$ cat config.mk
export PLATFORM = sky130hd
export DESIGN_NAME = refcounted_subscription_table_unit
export DESIGN_NICKNAME = d
export VERILOG_FILES = /design/src/design/rstu_pkg.sv /design/src/design/rstu_ram.sv /design/src/design/refcounted_subscription_table_unit.sv
export VERILOG_INCLUDE_DIRS = /design/src /design/src/design
export SDC_FILE = /design/constraint.sdc
export NUM_CORES = 2
export LEC_CHECK = 0
export BUFFER_PORTS_ARGS = -buffer_cell sky130_fd_sc_hd__buf_4
export CAP_MARGIN = 20
export CORE_ASPECT_RATIO = 0.75
export CORE_MARGIN = 2
export CORE_UTILIZATION = 57
export DETAILED_ROUTE_END_ITERATION = 16
export HOLD_SLACK_MARGIN = 0.1
export PLACE_DENSITY = 0.84
export SLEW_MARGIN = 15
export SYNTH_ARGS = -nofsm -noshare
export SYNTH_HDL_FRONTEND = slang
export SYNTH_SLANG_ARGS = --single-unit
$ cat constraint.sdc
create_clock -name clk_i -period 6.55 [get_ports clk_i]
set_clock_uncertainty 0.1 [all_clocks]
set_input_delay 1.31 -clock clk_i [delete_from_list [all_inputs] [get_ports clk_i]]
set_output_delay 1.31 -clock clk_i [all_outputs]
set_load 0.02 [all_outputs]
$ cat src/design/refcounted_subscription_table_unit_assert.svh
// Assertion macros for the subscription table unit.
`ifndef REFCOUNTED_SUBSCRIPTION_TABLE_UNIT_ASSERT_SVH
`define REFCOUNTED_SUBSCRIPTION_TABLE_UNIT_ASSERT_SVH

// Same-cycle implication, checked out of reset.
`define RSTU_ASSERT_NOW(lbl, ante, cons) \
  lbl: assert property (@(posedge clk_i) disable iff (!rst_ni) (ante) |-> (cons)) \
    else $error("rstu assertion failed");

// Next-cycle implication, checked out of reset.
`define RSTU_ASSERT_NEXT(lbl, ante, cons) \
  lbl: assert property (@(posedge clk_i) disable iff (!rst_ni) (ante) |=> (cons)) \
    else $error("rstu assertion failed");

`endif

$ cat src/design/rstu_pkg.sv
// Package: types, codes and sizes of the subscription table unit.
`timescale 1ns / 1ps
package rstu_pkg;

  localparam int TABLE_DEPTH = 64;
  localparam int ADDR_W      = (TABLE_DEPTH > 1) ? $clog2(TABLE_DEPTH) : 1;
  localparam int CNT_W       = 7;
  localparam int NUM_EXCL    = 7;
  localparam int CFG_IDX_W   = 3;
  localparam int ID_W        = 16;
  localparam int QOS_W       = 16;
  localparam int USES_W      = 16;
  localparam int ENTRY_W     = ID_W + QOS_W + USES_W;

  typedef enum logic [1:0] {
    CMD_SUB   = 2'd0,
    CMD_UNSUB = 2'd1,
    CMD_LIST  = 2'd2,
    CMD_NONE  = 2'd3
  } cmd_e;

  typedef enum logic [2:0] {
    ST_COUNTED   = 3'd0,
    ST_NEW       = 3'd1,
    ST_REMOVED   = 3'd2,
    ST_EXCLUDED  = 3'd3,
    ST_FULL      = 3'd4,
    ST_NOT_FOUND = 3'd5,
    ST_LISTED    = 3'd6,
    ST_EMPTY     = 3'd7
  } status_e;

  typedef enum logic [2:0] {
    S_IDLE,
    S_SEARCH,
    S_SHIFT,
    S_LIST_RD,
    S_LIST_OUT,
    S_RESP
  } state_e;

  // Table entry: qos holds priority in the low byte, reliability in the high byte.
  typedef struct packed {
    logic [USES_W-1:0] uses;
    logic [QOS_W-1:0]  qos;
    logic [ID_W-1:0]   id;
  } entry_t;

endpackage

$ cat src/design/rstu_ram.sv
// Generic single-write, single-read RAM with registered read data.
`timescale 1ns / 1ps
module rstu_ram #(
  parameter int WIDTH = 8,
  parameter int DEPTH = 16,
  localparam int AW   = (DEPTH > 1) ? $clog2(DEPTH) : 1
) (
  input  logic                     clk_i,
  input  logic                     we_i,
  input  logic [AW-1:0]            waddr_i,
  input  logic [WIDTH-1:0]         wdata_i,
  input  logic                     re_i,
  input  logic [AW-1:0]            raddr_i,
  output logic [WIDTH-1:0]         rdata_o
);

  logic [WIDTH-1:0] mem_q [DEPTH];
  logic [WIDTH-1:0] rdata_q;

  // Write port
  always_ff @(posedge clk_i) begin
    if (we_i) begin
      mem_q[waddr_i] <= wdata_i;
    end
  end

  // Registered read, held while no read is issued
  always_ff @(posedge clk_i) begin
    if (re_i) begin
      rdata_q <= mem_q[raddr_i];
    end
  end

  assign rdata_o = rdata_q;
endmodule

$ cat src/design/refcounted_subscription_table_unit.sv
// Top level: reference-counted subscription table with one entry RAM.
//
// Usage:
// - Input channel (in_valid_i / in_ready_o) carries a command, a message ID
//   and two QoS bytes. Ready is high only while the unit is idle; one command
//   is worked on at a time.
// - Output channel (out_valid_o / out_ready_i) is a single output register;
//   each subscribe or unsubscribe gives one result, a list gives one result
//   per entry with last_o on the final one (or one empty result).
// - Configuration: cfg_we_i writes one of seven excluded IDs selected by
//   cfg_idx_i; write only while idle.
// Command processing:
// - subscribe/unsubscribe: a linear search over the valid entries reads one
//   RAM entry per cycle through the read port, up to a hit or the end.
// - removal adds shift compaction of the entries after the hit (read one,
//   write one).
// - list: one RAM read and one output load per entry.
// Reset empties the table at once (fill count to zero) and clears the
// excluded IDs; no clearing pass. A stalled receiver holds the output
// register; the unit holds its next result back but accepts commands when idle.
`timescale 1ns / 1ps
module refcounted_subscription_table_unit
  import rstu_pkg::*;
(
  input  logic                 clk_i,
  input  logic                 rst_ni,
  input  logic                 in_valid_i,
  output logic                 in_ready_o,
  input  logic [1:0]           command_i,
  input  logic [15:0]          msg_id_i,
  input  logic [7:0]           qos_priority_i,
  input  logic [7:0]           qos_reliability_i,
  output logic                 out_valid_o,
  input  logic                 out_ready_i,
  output logic [2:0]           status_o,
  output logic [15:0]          out_msg_id_o,
  output logic [7:0]           out_qos_priority_o,
  output logic [7:0]           out_qos_reliability_o,
  output logic [15:0]          use_count_o,
  output logic [6:0]           entry_count_o,
  output logic                 last_o,
  input  logic                 cfg_we_i,
  input  logic [CFG_IDX_W-1:0] cfg_idx_i,
  input  logic [15:0]          cfg_wdata_i
);

  state_e state_q, state_d;
  logic [CNT_W-1:0] idx_q, idx_d;
  logic [CNT_W-1:0] cmp_idx_q, cmp_idx_d;
  logic             cmp_vld_q, cmp_vld_d;
  logic [CNT_W-1:0] count_q, count_d;

  cmd_e             cmd_q;
  logic [ID_W-1:0]  id_q;
  logic [QOS_W-1:0] qos_q;

  status_e           res_status_q, res_status_d;
  logic [ID_W-1:0]   res_id_q, res_id_d;
  logic [QOS_W-1:0]  res_qos_q, res_qos_d;
  logic [USES_W-1:0] res_uses_q, res_uses_d;

  logic [ID_W-1:0] excl_q [NUM_EXCL];

  logic              out_valid_q, out_valid_d;
  status_e           out_status_q, out_status_d;
  logic [ID_W-1:0]   out_id_q, out_id_d;
  logic [QOS_W-1:0]  out_qos_q, out_qos_d;
  logic [USES_W-1:0] out_uses_q, out_uses_d;
  logic [CNT_W-1:0]  out_count_q, out_count_d;
  logic              out_last_q, out_last_d;
  logic              out_load, out_free;

  logic              ram_we, ram_re;
  logic [ADDR_W-1:0] ram_waddr, ram_raddr;
  entry_t            ram_wdata, ram_rdata;

  logic              in_xfer, excluded, hit;
  logic [CNT_W-1:0]  shift_dst;
  logic [USES_W-1:0] uses_inc, uses_dec;

  rstu_ram #(
    .WIDTH (ENTRY_W),
    .DEPTH (TABLE_DEPTH)
  ) u_entry_ram (
    .clk_i   (clk_i),
    .we_i    (ram_we),
    .waddr_i (ram_waddr),
    .wdata_i (ram_wdata),
    .re_i    (ram_re),
    .raddr_i (ram_raddr),
    .rdata_o (ram_rdata)
  );

  assign in_ready_o = (state_q == S_IDLE);
  assign in_xfer    = in_valid_i && in_ready_o;
  assign out_free   = !out_valid_q || out_ready_i;

  // Match the incoming ID against the excluded list
  always_comb begin
    excluded = 1'b0;
    for (int k = 0; k < NUM_EXCL; k++) begin
      if (excl_q[k] == msg_id_i) begin
        excluded = 1'b1;
      end
    end
  end

  assign hit       = cmp_vld_q && (ram_rdata.id == id_q);
  assign uses_inc  = (ram_rdata.uses == '1) ? ram_rdata.uses : ram_rdata.uses + USES_W'(1);
  assign uses_dec  = ram_rdata.uses - USES_W'(1);
  assign shift_dst = cmp_idx_q - CNT_W'(1);

  // Next state, RAM control and result staging
  always_comb begin
    state_d      = state_q;
    idx_d        = idx_q;
    cmp_idx_d    = cmp_idx_q;
    cmp_vld_d    = cmp_vld_q;
    count_d      = count_q;
    res_status_d = res_status_q;
    res_id_d     = res_id_q;
    res_qos_d    = res_qos_q;
    res_uses_d   = res_uses_q;
    ram_we       = 1'b0;
    ram_waddr    = cmp_idx_q[ADDR_W-1:0];
    ram_wdata    = ram_rdata;
    ram_re       = 1'b0;
    ram_raddr    = idx_q[ADDR_W-1:0];
    out_load     = 1'b0;
    out_status_d = res_status_q;
    out_id_d     = res_id_q;
    out_qos_d    = res_qos_q;
    out_uses_d   = res_uses_q;
    out_last_d   = 1'b1;

    unique case (state_q)
      S_IDLE: begin
        if (in_xfer) begin
          idx_d     = '0;
          cmp_vld_d = 1'b0;
          res_id_d  = msg_id_i;
          res_qos_d = '0;
          res_uses_d = '0;
          case (cmd_e'(command_i))
            CMD_SUB: begin
              if (excluded) begin
                res_status_d = ST_EXCLUDED;
                state_d      = S_RESP;
              end else begin
                state_d = S_SEARCH;
              end
            end
            CMD_UNSUB: begin
              state_d = S_SEARCH;
            end
            CMD_LIST: begin
              if (count_q == '0) begin
                res_status_d = ST_EMPTY;
                res_id_d     = '0;
                state_d      = S_RESP;
              end else begin
                state_d = S_LIST_RD;
              end
            end
            default: begin
              state_d = S_IDLE;
            end
          endcase
        end
      end

      S_SEARCH: begin
        if (hit) begin
          cmp_vld_d = 1'b0;
          res_qos_d = ram_rdata.qos;
          if (cmd_q == CMD_SUB) begin
            ram_we         = 1'b1;
            ram_wdata.uses = uses_inc;
            res_status_d   = ST_COUNTED;
            res_uses_d     = uses_inc;
            state_d        = S_RESP;
          end else if (ram_rdata.uses > USES_W'(1)) begin
            ram_we         = 1'b1;
            ram_wdata.uses = uses_dec;
            res_status_d   = ST_COUNTED;
            res_uses_d     = uses_dec;
            state_d        = S_RESP;
          end else begin
            res_status_d = ST_REMOVED;
            res_uses_d   = '0;
            idx_d        = cmp_idx_q + CNT_W'(1);
            state_d      = S_SHIFT;
          end
        end else if (idx_q < count_q) begin
          // Issue the next read; compare it next cycle
          ram_re    = 1'b1;
          cmp_idx_d = idx_q;
          cmp_vld_d = 1'b1;
          idx_d     = idx_q + CNT_W'(1);
        end else begin
          cmp_vld_d = 1'b0;
          if (!cmp_vld_q) begin
            if (cmd_q != CMD_SUB) begin
              res_status_d = ST_NOT_FOUND;
            end else if (count_q >= CNT_W'(TABLE_DEPTH)) begin
              res_status_d = ST_FULL;
            end else begin
              // Append at the end of the table
              ram_we         = 1'b1;
              ram_waddr      = count_q[ADDR_W-1:0];
              ram_wdata.id   = id_q;
              ram_wdata.qos  = qos_q;
              ram_wdata.uses = USES_W'(1);
              count_d        = count_q + CNT_W'(1);
              res_status_d   = ST_NEW;
              res_qos_d      = qos_q;
              res_uses_d     = USES_W'(1);
            end
            state_d = S_RESP;
          end
        end
      end

      S_SHIFT: begin
        // Move the entry read last cycle one place down
        if (cmp_vld_q) begin
          ram_we    = 1'b1;
          ram_waddr = shift_dst[ADDR_W-1:0];
        end
        if (idx_q < count_q) begin
          ram_re    = 1'b1;
          cmp_idx_d = idx_q;
          cmp_vld_d = 1'b1;
          idx_d     = idx_q + CNT_W'(1);
        end else begin
          cmp_vld_d = 1'b0;
          if (!cmp_vld_q) begin
            count_d = count_q - CNT_W'(1);
            state_d = S_RESP;
          end
        end
      end

      S_LIST_RD: begin
        ram_re  = 1'b1;
        state_d = S_LIST_OUT;
      end

      S_LIST_OUT: begin
        if (out_free) begin
          out_load     = 1'b1;
          out_status_d = ST_LISTED;
          out_id_d     = ram_rdata.id;
          out_qos_d    = ram_rdata.qos;
          out_uses_d   = ram_rdata.uses;
          out_last_d   = ((idx_q + CNT_W'(1)) == count_q);
          idx_d        = idx_q + CNT_W'(1);
          state_d      = out_last_d ? S_IDLE : S_LIST_RD;
        end
      end

      S_RESP: begin
        if (out_free) begin
          out_load = 1'b1;
          state_d  = S_IDLE;
        end
      end

      default: begin
        state_d = S_IDLE;
      end
    endcase
  end

  assign out_count_d = count_q;
  assign out_valid_d = out_load || (out_valid_q && !out_ready_i);

  // Control registers
  always_ff @(posedge clk_i or negedge rst_ni) begin
    if (!rst_ni) begin
      state_q     <= S_IDLE;
      idx_q       <= '0;
      cmp_idx_q   <= '0;
      cmp_vld_q   <= 1'b0;
      count_q     <= '0;
      out_valid_q <= 1'b0;
    end else begin
      state_q     <= state_d;
      idx_q       <= idx_d;
      cmp_idx_q   <= cmp_idx_d;
      cmp_vld_q   <= cmp_vld_d;
      count_q     <= count_d;
      out_valid_q <= out_valid_d;
    end
  end

  // Excluded ID registers
  always_ff @(posedge clk_i or negedge rst_ni) begin
    if (!rst_ni) begin
      for (int k = 0; k < NUM_EXCL; k++) begin
        excl_q[k] <= '0;
      end
    end else if (cfg_we_i && (cfg_idx_i < CFG_IDX_W'(NUM_EXCL))) begin
      excl_q[cfg_idx_i] <= cfg_wdata_i;
    end
  end

  // Capture the command on transfer
  always_ff @(posedge clk_i) begin
    if (in_xfer) begin
      cmd_q <= cmd_e'(command_i);
      id_q  <= msg_id_i;
      qos_q <= {qos_reliability_i, qos_priority_i};
    end
  end

  // Staged result and output register payload
  always_ff @(posedge clk_i) begin
    res_status_q <= res_status_d;
    res_id_q     <= res_id_d;
    res_qos_q    <= res_qos_d;
    res_uses_q   <= res_uses_d;
    if (out_load) begin
      out_status_q <= out_status_d;
      out_id_q     <= out_id_d;
      out_qos_q    <= out_qos_d;
      out_uses_q   <= out_uses_d;
      out_count_q  <= out_count_d;
      out_last_q   <= out_last_d;
    end
  end

  assign out_valid_o           = out_valid_q;
  assign status_o              = out_status_q;
  assign out_msg_id_o          = out_id_q;
  assign out_qos_priority_o    = out_qos_q[7:0];
  assign out_qos_reliability_o = out_qos_q[15:8];
  assign use_count_o           = out_uses_q;
  assign entry_count_o         = out_count_q;
  assign last_o                = out_last_q;

  `include "refcounted_subscription_table_unit_assert.svh"

  `RSTU_ASSERT_NOW(a_count_bound, 1'b1, count_q <= CNT_W'(TABLE_DEPTH))
  `RSTU_ASSERT_NOW(a_write_when_busy, ram_we, (state_q == S_SEARCH) || (state_q == S_SHIFT))
  `RSTU_ASSERT_NEXT(a_count_idle_hold, state_q == S_IDLE, count_q == $past(count_q))
  `RSTU_ASSERT_NOW(a_load_needs_slot, out_load, out_free)

endmodule

==> results.json <==
{
  "status": "completed",
  "max_cap_violations": 0,
  "numCtsBuffers": 299,
  "clk_pin_slew_ns": 0.07,
  "die_h_um": 423,
  "crit_type": "flop to flop",
  "intPower_mw": 41.2,
  "wire_per_inst_um": 42.2,
  "final_common_cell": "edfxtp_1",
  "pwr-share-clk": 0.307,
  "first_pass_iters": 11,
  "viasPerCell": 7.55,
  "drive_above_1_share": 0.264,
  "chipWidth_um": 562,
  "regToRegSetupSlack_ns": 1.08,
  "max_freq_ghz": 0.183,
  "path_cells": "ha_1, nand4_1, a21oi_1, o211a_4, o211ai_2, inv_4, or2b_1, nor3_4, buf_4",
  "p_switching_mw": 16.9,
  "avgSynthCellArea_um2": 21.1,
  "synth_ff_type": "edfxtp_1",
  "initial_core_util": 0.574,
  "p_seq_frac": 0.498,
  "grt_pass1_wl_mm": 582,
  "seq_area_frac_synth": 0.762,
  "cts_tree": "built",
  "combPwrFrac": 0.195,
  "cts_resized": 0,
  "clkSinkCount": 3402,
  "cpPeakStageDelay_ns": 0.98,
  "clock_latency_ns": 0.90,
  "drt-total-wl_mm": 420,
  "syn_inst": 6325,
  "dpl.hpwl_mm": 210,
  "coreArea_um2": 232000,
  "synth.distinct_cells": 88,
  "grt_usage": 0.353,
  "start_kind": "flop",
  "floorplan.rows": 153,
  "final_cell_mix": "edfxtp_1 (3264), mux4_2 (749), buf_4 (326)",
  "ys_ff_latch": 3402,
  "port_buffers": 118,
  "nNetsFinal": 6693,
  "overflow": 0,
  "htreeDepth": 5,
  "finalCritPeriodShare": 0.836,
  "dieArea_um2": 238000,
  "peakVddDrop_mv": 0.432,
  "syn_nets": 6403,
  "vias": 75100,
  "place_congestion": 0.904,
  "crit_slowest_cell": "buf_4",
  "grt_max_degree": 135,
  "cts_hold_buf": 0,
  "hold_slack_ns": 0.354,
  "worstPathArrival_ns": 5.85,
  "cp_num_buf_inv": 2,
  "p_leak_nw": 45.9,
  "first_global_vias": 74500,
  "placed_cells": 9410,
  "path_max_fanout": 48,
  "instances_no_fill": 9950,
  "setup_violations": 0,
  "synth_area_um2": 133000,
  "pwr_density_cell_nw_per_um2": 391,
  "critPathCaptureType": "flop",
  "post_cts_buffers": 0,
  "drt_iter0_drc": 15200,
  "worstMarginPinSlew_ns": 1.26,
  "io_pins": 119,
  "critPathTopFamily": "compound AO/OA/AOI/OAI gates",
  "finalHoldViolCount": 0,
  "ctsLongestPathBuffers": 4,
  "rsz0062_at_grt": "false",
  "antenna_found_initial": 21,
  "switching_share": 0.291,
  "area_growth_pct": 11.5,
  "drc_errors": 0,
  "hp-class": "input port to async pin",
  "synth_warnings": 0,
  "synth_edf_count": 3264,
  "fillCellCount": 14000,
  "slew_viol_final": 0,
  "ant_nets": 0,
  "async_flop_share": 0.0406,
  "relSlewSlack": 0.159,
  "required_ns": 6.92,
  "root_buffer": "clkbuf_16",
  "min_period_ns": 5.47
}
==> cell usage after synthesis, types with 4 or more instances <==
cell      count  area share
o31ai_1       7     0.00039
nor3_2        9     0.00068
or2_2        10     0.00047
ha_1         19      0.0018
a21oi_1     146      0.0055
nand3_1      35      0.0013
nand2b_1     11     0.00052
nor4_1       23      0.0011
and2_1       21     0.00099
o21ai_0     110      0.0041
xor2_1       68      0.0045
edfxtp_1   3264        0.74
nand2_1     241      0.0068
o21bai_1      4     0.00023
clkbuf_1    225      0.0063
o221ai_1    155       0.010
and3_1        6     0.00028
o22a_1        4     0.00026
buf_1        38      0.0011
dfrtp_1     138       0.026
nand4_1      28      0.0013
nor3_1       76      0.0029
inv_1        18     0.00051
xnor2_1      88      0.0058
mux4_2      749        0.13
mux2_2      165       0.014
buf_4         5     0.00028
buf_2        93      0.0035
nor2_1       45      0.0013
a21o_1       13     0.00073
or3_1         6     0.00028
nor2b_1       5     0.00023
o22ai_1     111      0.0052
mux2i_1     305       0.023
==> power groups by stage <==
| stage | Sequential, mW | Clock (mW) | Combinational [mW] |
|---|---|---|---|
| 3_5_place_dp | 29.3 | 0 | 10.6 |
| 3_3_place_gp | 29.2 | 0 | 9.99 |
| 5_1_grt | 28.9 | 18.5 | 11.7 |
| 2_1_floorplan | 29.1 | 0 | 6.52 |
| 6_report | 28.9 | 17.8 | 11.3 |
| 4_1_cts | 28.8 | 17.8 | 10.9 |
==> final cells by class <==
cell class | count | area, um2 | area share
Antenna cell | 13 | 32.5 | 0.000219
Clock buffer | 376 | 8020 | 0.0540
Clock inverter | 147 | 1380 | 0.00929
Inverter | 20 | 85.1 | 0.000573
Multi-Input combinational cell | 2537 | 30700 | 0.206
Sequential cell | 3402 | 101000 | 0.683
Tap cell | 3100 | 3880 | 0.0261
Timing Repair Buffer | 355 | 3020 | 0.0203
==> worst register-to-register path, stage by stage, from the launching register on <==
cell      delay (ns)
dfrtp_4         0.76
ha_1            0.46
nand4_1         0.13
a21oi_1         0.46
o211a_4         0.71
o211ai_2        0.33
inv_4           0.18
or2b_1          0.63
nor3_4          0.28
buf_4           0.98
==> worst paths after layout <==
path,startpoint,end,cells after the start
max,idx_q[4],u_entry_ram.mem_q[24][24],9
min,rst_ni,excl_q[80],1
max reg2reg,idx_q[4],u_entry_ram.mem_q[24][24],9
min reg2reg,res_status_q[2],status_o[2],1
max in group asynchronous,rst_ni,excl_q[53],2
min in group clk_i,res_status_q[2],status_o[2],1
==> cells by family after synthesis <==
| family | count (synthesis) | share of synthesized area |
|---|---|---|
| AND/OR/NAND/NOR | 543 | 0.0202 |
| XOR/XNOR | 156 | 0.0103 |
| AO/OA/AOI/OAI | 599 | 0.0301 |
| flip-flops | 3402 | 0.762 |
| adder cells (fa/ha/maj) | 20 | 0.00194 |
| buffers and inverters | 386 | 0.0122 |
| multiplexers | 1219 | 0.164 |
==> through the flow <==
stage | setup WS, ns | utilization | total power [mW] | TNS, ns | cell area, um2
5_1_grt | 1.14 | 0.640 | 59.1 | 0 | 149000
3_3_place_gp | 1.33 | 0.599 | 39.2 | 0 | 139000
2_1_floorplan | -0.527 | - | 35.6 | -1144.75 | 133000
4_1_cts | 1.12 | 0.640 | 57.6 | 0 | 148000
3_5_place_dp | 1.27 | 0.599 | 39.8 | 0 | 139000
6_report | 1.08 | 0.640 | 58.1 | 0 | 149000
==> metal layers <==
metal,vias up,part of all wire,GRT usage
li1,27000,-,-
met1,37800,0.31,0.448
met2,8308,0.45,0.526
met3,1991,0.16,0.119
met4,26,0.081,0.225
met5,-,0.00095,0.00645
==> registers in the layout, summed over array words and instances, names as in the netlist, 16 cells and up <==
register / count
excl_q: 112
out_qos_q: 16
u_entry_ram.mem_q: 3072
use_count_o: 16
out_msg_id_o: 16
res_uses_q: 16
qos_q: 16
id_q: 16
res_id_q: 16
res_qos_q: 16
u_entry_ram.rdata_o: 48
(Power assumes the default switching activity.)
